===== config.mk =====
export PLATFORM = sky130hd
export DESIGN_NAME = pwm_buzzer_tone_controller
export DESIGN_NICKNAME = d
export VERILOG_FILES = /design/src/rtl/pbt_pkg.sv /design/src/rtl/pbt_front.sv /design/src/rtl/pbt_queue.sv /design/src/rtl/pbt_back.sv /design/src/rtl/pwm_buzzer_tone_controller.sv
export SDC_FILE = /design/constraint.sdc
export NUM_CORES = 1
export LEC_CHECK = 0
export ABC_AREA = 1
export CAP_MARGIN = 20
export CORE_ASPECT_RATIO = 1.5
export CORE_MARGIN = 1
export CORE_UTILIZATION = 65
export DETAILED_ROUTE_END_ITERATION = 8
export DONT_BUFFER_PORTS = 1
export PLACE_DENSITY_LB_ADDON = 0.05
export SYNTH_ARGS = -nofsm -noshare
export SYNTH_HDL_FRONTEND = slang
export SYNTH_SLANG_ARGS = --single-unit

===== constraint.sdc =====
create_clock -name i_clk -period 19.6 [get_ports i_clk]
set_clock_uncertainty 0.15 [all_clocks]
set_input_delay 2.94 -clock i_clk [delete_from_list [all_inputs] [get_ports i_clk]]
set_output_delay 2.94 -clock i_clk [all_outputs]
set_load 0.02 [all_outputs]

===== src/rtl/pbt_pkg.sv =====
package pbt_pkg;

    localparam logic [1:0] KIND_TONE_REG  = 2'd0;
    localparam logic [1:0] KIND_OTHER_REG = 2'd1;
    localparam logic [1:0] KIND_OVERFLOW  = 2'd2;

    localparam logic [1:0] EV_START  = 2'd0;
    localparam logic [1:0] EV_STOP   = 2'd1;
    localparam logic [1:0] EV_UPDATE = 2'd2;

    localparam logic CFG_BUZZER_EN = 1'b0;
    localparam logic CFG_FREQ_RESP = 1'b1;

    localparam int         RESP_COUNT   = 31;
    localparam logic [8:0] RESP_BASE    = 9'h0e0;
    localparam logic [8:0] RESP_TOP     = 9'h0fe;
    localparam logic [6:0] RESP_DEFAULT = 7'd30;
    localparam logic [6:0] RESP_FULL    = 7'd72;
    localparam logic [8:0] PERIOD_FULL  = 9'd256;
    localparam logic [8:0] STOP_PERIOD  = 9'd255;
    localparam logic [7:0] STOP_PULSE   = 8'd255;

    localparam logic [6:0] RESP_TABLE [RESP_COUNT] = '{
        7'd62, 7'd62, 7'd62, 7'd62, 7'd62, 7'd62, 7'd62, 7'd63,
        7'd63, 7'd64, 7'd63, 7'd63, 7'd63, 7'd64, 7'd64, 7'd64,
        7'd66, 7'd65, 7'd66, 7'd64, 7'd64, 7'd64, 7'd64, 7'd65,
        7'd66, 7'd69, 7'd71, 7'd72, 7'd70, 7'd69, 7'd66
    };

    typedef struct packed {
        logic [1:0]      count;
        logic [2:0][1:0] codes;
        logic [8:0]      period;
        logic [7:0]      pulse;
        logic [6:0]      gain;
    } t_job;

    function automatic logic [6:0] gain_of(input logic resp_en, input logic [8:0] period);
        logic [8:0] offs;
        offs = period - RESP_BASE;
        if (!resp_en) begin
            return RESP_FULL;
        end else if (period < RESP_BASE || period > RESP_TOP) begin
            return RESP_DEFAULT;
        end else begin
            return RESP_TABLE[offs[4:0]];
        end
    endfunction

endpackage


===== src/rtl/pbt_front.sv =====
module pbt_front (
    input  logic          i_clk,
    input  logic          i_rst_n,
    input  logic          i_cfg_valid,
    input  logic          i_cfg_index,
    input  logic          i_cfg_data,
    input  logic          i_take,
    input  logic [1:0]    i_kind,
    input  logic [7:0]    i_reload_value,
    input  logic [7:0]    i_compare_value,
    input  logic          i_timer_low_running,
    input  logic          i_compare_reload_enable,
    input  logic          i_long_mode,
    input  logic          i_port_output_dir,
    input  logic          i_port_pwm_function,
    input  logic          i_port_latch_high,
    output logic          o_push,
    output pbt_pkg::t_job o_job
);
    import pbt_pkg::*;

    logic       r_buzzer_en, r_resp_en;
    logic [7:0] r_reload, r_compare, n_reload, n_compare;
    logic [8:0] r_period, n_period;
    logic [7:0] r_pulse, n_pulse;
    logic       r_active, n_active;

    logic            configured, do_set, do_play, flat;
    logic [8:0]      sp;
    logic [7:0]      sq;
    logic [1:0]      cnt;
    logic [2:0][1:0] codes;

    assign configured = i_port_output_dir && i_port_pwm_function && !i_port_latch_high
                        && !i_long_mode;

    always_comb begin
        n_reload  = r_reload;
        n_compare = r_compare;
        n_period  = r_period;
        n_pulse   = r_pulse;
        n_active  = r_active;
        do_set    = 1'b0;
        do_play   = 1'b0;
        sp        = STOP_PERIOD;
        sq        = STOP_PULSE;
        flat      = 1'b0;
        cnt       = 2'd0;
        codes     = '0;
        case (i_kind)
            KIND_TONE_REG, KIND_OTHER_REG: begin
                if (!i_timer_low_running) begin
                    n_reload  = i_reload_value;
                    n_compare = i_compare_value;
                end
                if (!configured || !i_timer_low_running) begin
                    do_set = r_active;
                end else begin
                    do_set  = (i_kind == KIND_OTHER_REG);
                    sp      = PERIOD_FULL - {1'b0, n_reload};
                    sq      = n_compare - n_reload;
                    do_play = 1'b1;
                end
            end
            KIND_OVERFLOW: begin
                n_reload = i_reload_value;
                if (i_compare_reload_enable) begin
                    n_compare = i_compare_value;
                end
                do_set = configured;
                sp     = PERIOD_FULL - {1'b0, n_reload};
                sq     = n_compare - n_reload;
            end
            default: begin
            end
        endcase
        // tone change
        if (do_set && r_buzzer_en) begin
            if (sp < {1'b0, sq}) begin
                sp = {1'b0, sq};
            end
            if (!(sp == r_period && sq == r_pulse)) begin
                n_period = sp;
                n_pulse  = sq;
                flat     = (sq == 8'd0) || (sp == {1'b0, sq});
                if (r_active) begin
                    codes[cnt] = EV_STOP;
                    cnt        = cnt + 2'd1;
                end
                codes[cnt] = EV_UPDATE;
                cnt        = cnt + 2'd1;
                if (r_active) begin
                    if (flat) begin
                        n_active = 1'b0;
                    end else begin
                        codes[cnt] = EV_START;
                        cnt        = cnt + 2'd1;
                    end
                end
            end
        end
        // start request
        if (do_play && r_buzzer_en && !n_active) begin
            codes[cnt] = EV_START;
            cnt        = cnt + 2'd1;
            n_active   = 1'b1;
        end
    end

    assign o_push       = i_take && (cnt != 2'd0);
    assign o_job.count  = cnt;
    assign o_job.codes  = codes;
    assign o_job.period = n_period;
    assign o_job.pulse  = n_pulse;
    assign o_job.gain   = gain_of(r_resp_en, n_period);

    always_ff @(posedge i_clk) begin
        if (!i_rst_n) begin
            r_buzzer_en <= 1'b1;
            r_resp_en   <= 1'b0;
            r_reload    <= '0;
            r_compare   <= '0;
            r_period    <= '0;
            r_pulse     <= '0;
            r_active    <= 1'b0;
        end else begin
            if (i_cfg_valid) begin
                if (i_cfg_index == CFG_BUZZER_EN) begin
                    r_buzzer_en <= i_cfg_data;
                end else begin
                    r_resp_en <= i_cfg_data;
                end
            end
            if (i_take) begin
                r_reload  <= n_reload;
                r_compare <= n_compare;
                r_period  <= n_period;
                r_pulse   <= n_pulse;
                r_active  <= n_active;
            end
        end
    end

endmodule


===== src/rtl/pbt_queue.sv =====
module pbt_queue (
    input  logic          i_clk,
    input  logic          i_rst_n,
    input  logic          i_push,
    input  pbt_pkg::t_job i_job,
    output logic          o_full,
    input  logic          i_pop,
    output logic          o_empty,
    output pbt_pkg::t_job o_head
);
    import pbt_pkg::*;

    localparam int DEPTH = 4;
    localparam int AW    = $clog2(DEPTH);

    t_job          r_mem [DEPTH];
    logic [AW-1:0] r_wr, r_rd;
    logic [AW:0]   r_cnt;

    assign o_full  = (r_cnt == (AW+1)'(DEPTH));
    assign o_empty = (r_cnt == '0);
    assign o_head  = r_mem[r_rd];

    always_ff @(posedge i_clk) begin
        if (i_push) begin
            r_mem[r_wr] <= i_job;
        end
    end

    always_ff @(posedge i_clk) begin
        if (!i_rst_n) begin
            r_wr  <= '0;
            r_rd  <= '0;
            r_cnt <= '0;
        end else begin
            if (i_push) begin
                r_wr <= r_wr + AW'(1);
            end
            if (i_pop) begin
                r_rd <= r_rd + AW'(1);
            end
            if (i_push && !i_pop) begin
                r_cnt <= r_cnt + (AW+1)'(1);
            end else if (i_pop && !i_push) begin
                r_cnt <= r_cnt - (AW+1)'(1);
            end
        end
    end

endmodule


===== src/rtl/pbt_back.sv =====
module pbt_back (
    input  logic          i_clk,
    input  logic          i_rst_n,
    input  logic          i_empty,
    input  pbt_pkg::t_job i_head,
    output logic          o_pop,
    input  logic          i_out_ready,
    output logic          o_out_valid,
    output logic [1:0]    o_event_code,
    output logic [8:0]    o_tone_period_out,
    output logic [7:0]    o_inverse_pulse_out,
    output logic [6:0]    o_gain_code,
    output logic          o_last_flag
);
    import pbt_pkg::*;

    logic       r_valid;
    logic [1:0] r_idx, r_code;
    logic [8:0] r_period;
    logic [7:0] r_pulse;
    logic [6:0] r_gain;
    logic       r_last;
    logic       emit, last;

    assign emit  = !i_empty && (!r_valid || i_out_ready);
    assign last  = (r_idx == i_head.count - 2'd1);
    assign o_pop = emit && last;

    always_ff @(posedge i_clk) begin
        if (!i_rst_n) begin
            r_valid <= 1'b0;
            r_idx   <= '0;
        end else begin
            if (emit) begin
                r_valid <= 1'b1;
                r_idx   <= last ? 2'd0 : r_idx + 2'd1;
            end else if (i_out_ready) begin
                r_valid <= 1'b0;
            end
        end
    end

    always_ff @(posedge i_clk) begin
        if (emit) begin
            r_code   <= i_head.codes[r_idx];
            r_period <= i_head.period;
            r_pulse  <= i_head.pulse;
            r_gain   <= i_head.gain;
            r_last   <= last;
        end
    end

    assign o_out_valid         = r_valid;
    assign o_event_code        = r_code;
    assign o_tone_period_out   = r_period;
    assign o_inverse_pulse_out = r_pulse;
    assign o_gain_code         = r_gain;
    assign o_last_flag         = r_last;

endmodule


===== src/rtl/pwm_buzzer_tone_controller.sv =====
// Buzzer tone controller. One register or overflow item is accepted per clock
// while the four-entry event queue has room; the front updates the tone state in
// the accept cycle and queues the item's events (zero to three). The back sends
// one event per clock from its output register while the output is ready, so an
// item with n events takes n output transfers (three at most); the first event
// passes through the queue and then the output register. Configuration writes
// are always ready and take effect on the next item.
module pwm_buzzer_tone_controller (
    input  logic       i_clk,
    input  logic       i_rst_n,
    input  logic       i_cfg_valid,
    output logic       o_cfg_ready,
    input  logic       i_cfg_index,
    input  logic       i_cfg_data,
    input  logic       i_in_valid,
    output logic       o_in_ready,
    input  logic [1:0] i_kind,
    input  logic [7:0] i_reload_value,
    input  logic [7:0] i_compare_value,
    input  logic       i_timer_low_running,
    input  logic       i_compare_reload_enable,
    input  logic       i_long_mode,
    input  logic       i_port_output_dir,
    input  logic       i_port_pwm_function,
    input  logic       i_port_latch_high,
    output logic       o_out_valid,
    input  logic       i_out_ready,
    output logic [1:0] o_event_code,
    output logic [8:0] o_tone_period_out,
    output logic [7:0] o_inverse_pulse_out,
    output logic [6:0] o_gain_code,
    output logic       o_last_flag
);
    import pbt_pkg::*;

    logic w_push, w_full, w_pop, w_empty, w_take;
    t_job w_job, w_head;

    assign o_cfg_ready = 1'b1;
    assign o_in_ready  = !w_full;
    assign w_take      = i_in_valid && !w_full;

    pbt_front u_front (
        .i_clk                  (i_clk),
        .i_rst_n                (i_rst_n),
        .i_cfg_valid            (i_cfg_valid),
        .i_cfg_index            (i_cfg_index),
        .i_cfg_data             (i_cfg_data),
        .i_take                 (w_take),
        .i_kind                 (i_kind),
        .i_reload_value         (i_reload_value),
        .i_compare_value        (i_compare_value),
        .i_timer_low_running    (i_timer_low_running),
        .i_compare_reload_enable(i_compare_reload_enable),
        .i_long_mode            (i_long_mode),
        .i_port_output_dir      (i_port_output_dir),
        .i_port_pwm_function    (i_port_pwm_function),
        .i_port_latch_high      (i_port_latch_high),
        .o_push                 (w_push),
        .o_job                  (w_job)
    );

    pbt_queue u_queue (
        .i_clk  (i_clk),
        .i_rst_n(i_rst_n),
        .i_push (w_push),
        .i_job  (w_job),
        .o_full (w_full),
        .i_pop  (w_pop),
        .o_empty(w_empty),
        .o_head (w_head)
    );

    pbt_back u_back (
        .i_clk              (i_clk),
        .i_rst_n            (i_rst_n),
        .i_empty            (w_empty),
        .i_head             (w_head),
        .o_pop              (w_pop),
        .i_out_ready        (i_out_ready),
        .o_out_valid        (o_out_valid),
        .o_event_code       (o_event_code),
        .o_tone_period_out  (o_tone_period_out),
        .o_inverse_pulse_out(o_inverse_pulse_out),
        .o_gain_code        (o_gain_code),
        .o_last_flag        (o_last_flag)
    );

    a_no_overflow: assert property (@(posedge i_clk) disable iff (!i_rst_n)
        w_push |-> !w_full) else $error("event queue overflow");

    a_no_underflow: assert property (@(posedge i_clk) disable iff (!i_rst_n)
        w_pop |-> !w_empty) else $error("event queue underflow");

    a_stop_not_last: assert property (@(posedge i_clk) disable iff (!i_rst_n)
        (o_out_valid && o_event_code == EV_STOP) |-> !o_last_flag)
        else $error("stop event ends an item");

endmodule

==> flow_summary.yaml <==
sta:
  finalHoldViolations: 0
  finalSetupTns_ns: 0
  rsz0062_at_grt: "no"
  post-route-period-util_pct: 44.1
  clock.fmax_mhz: 116
  slew_violations: 0
  setup_viol: 0
  relSlewSlack_pct: 29.4
  worst_pin_slew_ns: 1.06
  whs_ns: 0.319
  min_period_ns: 8.64
cells_and_area:
  n_fill_cell: 1187
  layout-drive-gt1-share_pct: 6.82
  area_growth_pct: 7.32
  final_area_um2: 10700
  antenna_cells: 0
  final_nets: 1200
  fin_cells: 1343
clocking:
  cts_made_buffers: 17
  htree_levels: 4
  clock-sinks: 191
  clock_latency_ns: 0.43
  path_clk_slew_ns: 0.08
  clock_path_buffers: 2
  postCtsHoldBufs: 0
  cts_setup_buffers: 0
  ctsResizeCount: 0
  cts_root_buf: "clkbuf_16"
  cts_tree: "built"
pwr:
  leakagePower_nw: 4.50
  power_density_nw_per_um2: 118
  vdd_ir_drop_max_mv: 0.0714
placed_design:
  gp_congestion: 0.984
  numPortBuffers: 0
  dpl.cell_count: 1312
  dp_hpwl_um: 15900
  placed_area_um2: 10100
floorplan:
  start_util_pct: 66.4
  die_w_um: 103
  dieHeight_um: 154
  num_rows: 55
  ioPinCount: 61
  core_um2: 15100
  dieArea_um2: 15900
worst_setup_path:
  cp_data_arrival_time_ns: 8.81
  r2r_start: "u_front.r_compare[0]"
  path_buf_inv: 5
  r2r_end: "u_queue.r_cnt[2]"
  slowest_stage: "nor2_2"
  critPathMaxStageDelay_ns: 0.44
  r2r_slack_ns: 13.34
  reg2regPathDepth: 41
  path_delay_family: "simple AND/OR/NAND/NOR gates"
  path_max_fanout: 24
  cpMostUsedCell: "nand2_1"
  path_class: "primary input to flop"
  required_ns: 19.78
  end_kind: "flop"
  cp-start-kind: "primary input"
grt:
  grt_pass1_vias: 7509
  track_usage_pct: 30.7
  grt_pass1_wl_um: 36400
  grt_max_degree: 60
  antenna_found_initial: 0
  overflow: 0
min_path:
  whs_path_depth: 2
  hold_class: "flop to flop"
  holdPathEnd: "u_front.r_reload[7]"
  hp-start: "u_front.r_reload[7]"
routing:
  routed-via-count: 7755
  ant_nets: 0
  drt-initial-drc-count: 565
  drc_errors: 0
  wirelength_um: 23200
  wire_per_inst_um: 17.3
  firstDrtPassIters: 5
  via_per_inst: 5.77
synthesis:
  synth-seq-cells: 191
  async_reset_ff_share_pct: 0
  synth.area.top_cells: "edfxtp_1 (43%), dfxtp_1 (9.6%), nand2_1 (7.9%)"
  synth_flop_cell: "edfxtp_1"
  synth_top_area_cell: "edfxtp_1"
  synth-edff-count: 143
  synth_cell_type_count: 45
  yosysTopAreaCellShare_pct: 42.9
  syn_area_per_cell_um2: 8.71
  synthCells: 1149
  synth_area_um2: 10000
  yosys_warnings: 0
  seq_area_frac_synth_pct: 52.5
  syn_nets: 1217
flow_run:
  maxCapViolCount: 0
outcome:
  status: "finished, final reports clean"
## registers in the layout, indices dropped and copies added (netlist names), 2 cells and up, named ones only
register	count
u_front.r_pulse	8
u_back.o_inverse_pulse_out	8
u_queue.r_rd	2
u_back.o_event_code	2
u_back.o_tone_period_out	9
u_queue.r_cnt	3
u_queue.r_wr	2
u_queue.r_mem	116
u_front.r_period	9
u_back.r_idx	2
u_front.r_reload	8
u_back.o_gain_code	7
u_front.r_compare	8
## Yosys cell counts (all sizes together), types with 2 or more instances
cell type,instances
ha,34
o211ai,2
o22ai,29
nand2,223
dfxtp,48
inv,151
nor3,7
nand3b,3
buf,12
a21oi,52
nand4,8
a21o,2
nor2,123
nand3,87
a211oi,19
xor2,16
xnor2,2
a31oi,4
o21ai,140
fa,3
edfxtp,143
clkbuf,32
## power breakdown
part           internal, mW  switching (mW)
Clock                 0.172           0.170
Combinational        0.0985           0.245
Sequential            0.526          0.0606
Total                 0.796           0.476
## routing by layer
metal  share of wire (%)  GRT usage, %  vias up
met2                  54          55.6      252
met1                  37          32.5     3594
li1                    -             -     3850
met4                 4.7          18.2        0
met5                   0             0        -
met3                 4.4          4.73       59
## worst max path at each step
stage,from,end,slack (ns),cells after the start
floorplan,i_timer_low_running,u_queue.r_mem[0][0],11.14,33
global placement,i_timer_low_running,u_queue.r_cnt[2],10.73,38
detailed placement,i_timer_low_running,u_queue.r_cnt[2],10.66,38
CTS,i_timer_low_running,u_queue.r_cnt[2],11.07,38
global route,i_timer_low_running,u_queue.r_cnt[2],10.28,39
finish,i_timer_low_running,u_queue.r_cnt[2],10.96,38
## worst min-delay path, stage by stage (launching register included)
cell and delay, ns:
dfxtp_1 0.32, inv_1 0.05, a211oi_1 0.06
## cells in the final DEF, fill, tap and decap left out, types with 7 or more instances in the layout
cell	n
inv_2	7
nand2_1	211
a211oi_1	19
nand4_1	7
inv_1	144
dfxtp_1	47
nor2_1	116
clkbuf_16	17
edfxtp_1	143
o21ai_0	126
o22ai_1	28
a21oi_1	51
o21ai_1	8
nand3_1	86
nor3_1	7
buf_4	8
ha_1	34
xor2_1	16
nand2_2	11
## kinds of logic after synthesis
family                     after synthesis  share of synthesized area, %
DFF                                    191                          52.5
AOI/OAI and AO/OA                      253                          14.1
buffers and inverters                  195                          7.66
adders and majority gates               37                          4.85
other                                    1                        0.0374
and+or+nand+nor                        453                          19.2
muxes                                    1                         0.100
xor gates and xnor gates                18                          1.57
## area by class of cell
type | instances | area (um2) | share of cell area (%)
clock inverter | 14 | 173 | 1.61
inverter | 151 | 567 | 5.27
sequential | 191 | 5260 | 48.9
multi-input combinational | 763 | 4020 | 37.4
clock buffer | 17 | 425 | 3.96
timing repair buffer | 8 | 60.1 | 0.559
tap | 199 | 249 | 2.32
## metrics by stage
step           setup WS [ns]  util (%)  total power, mW
2_1_floorplan          11.14         -            0.854
3_3_place_gp           10.73      67.3            0.926
3_5_place_dp           10.66      67.3            0.938
4_1_cts                11.07      71.3             1.28
5_1_grt                10.28      71.3             1.35
6_report               10.96      71.3             1.27
(Power assumes the default switching activity.)
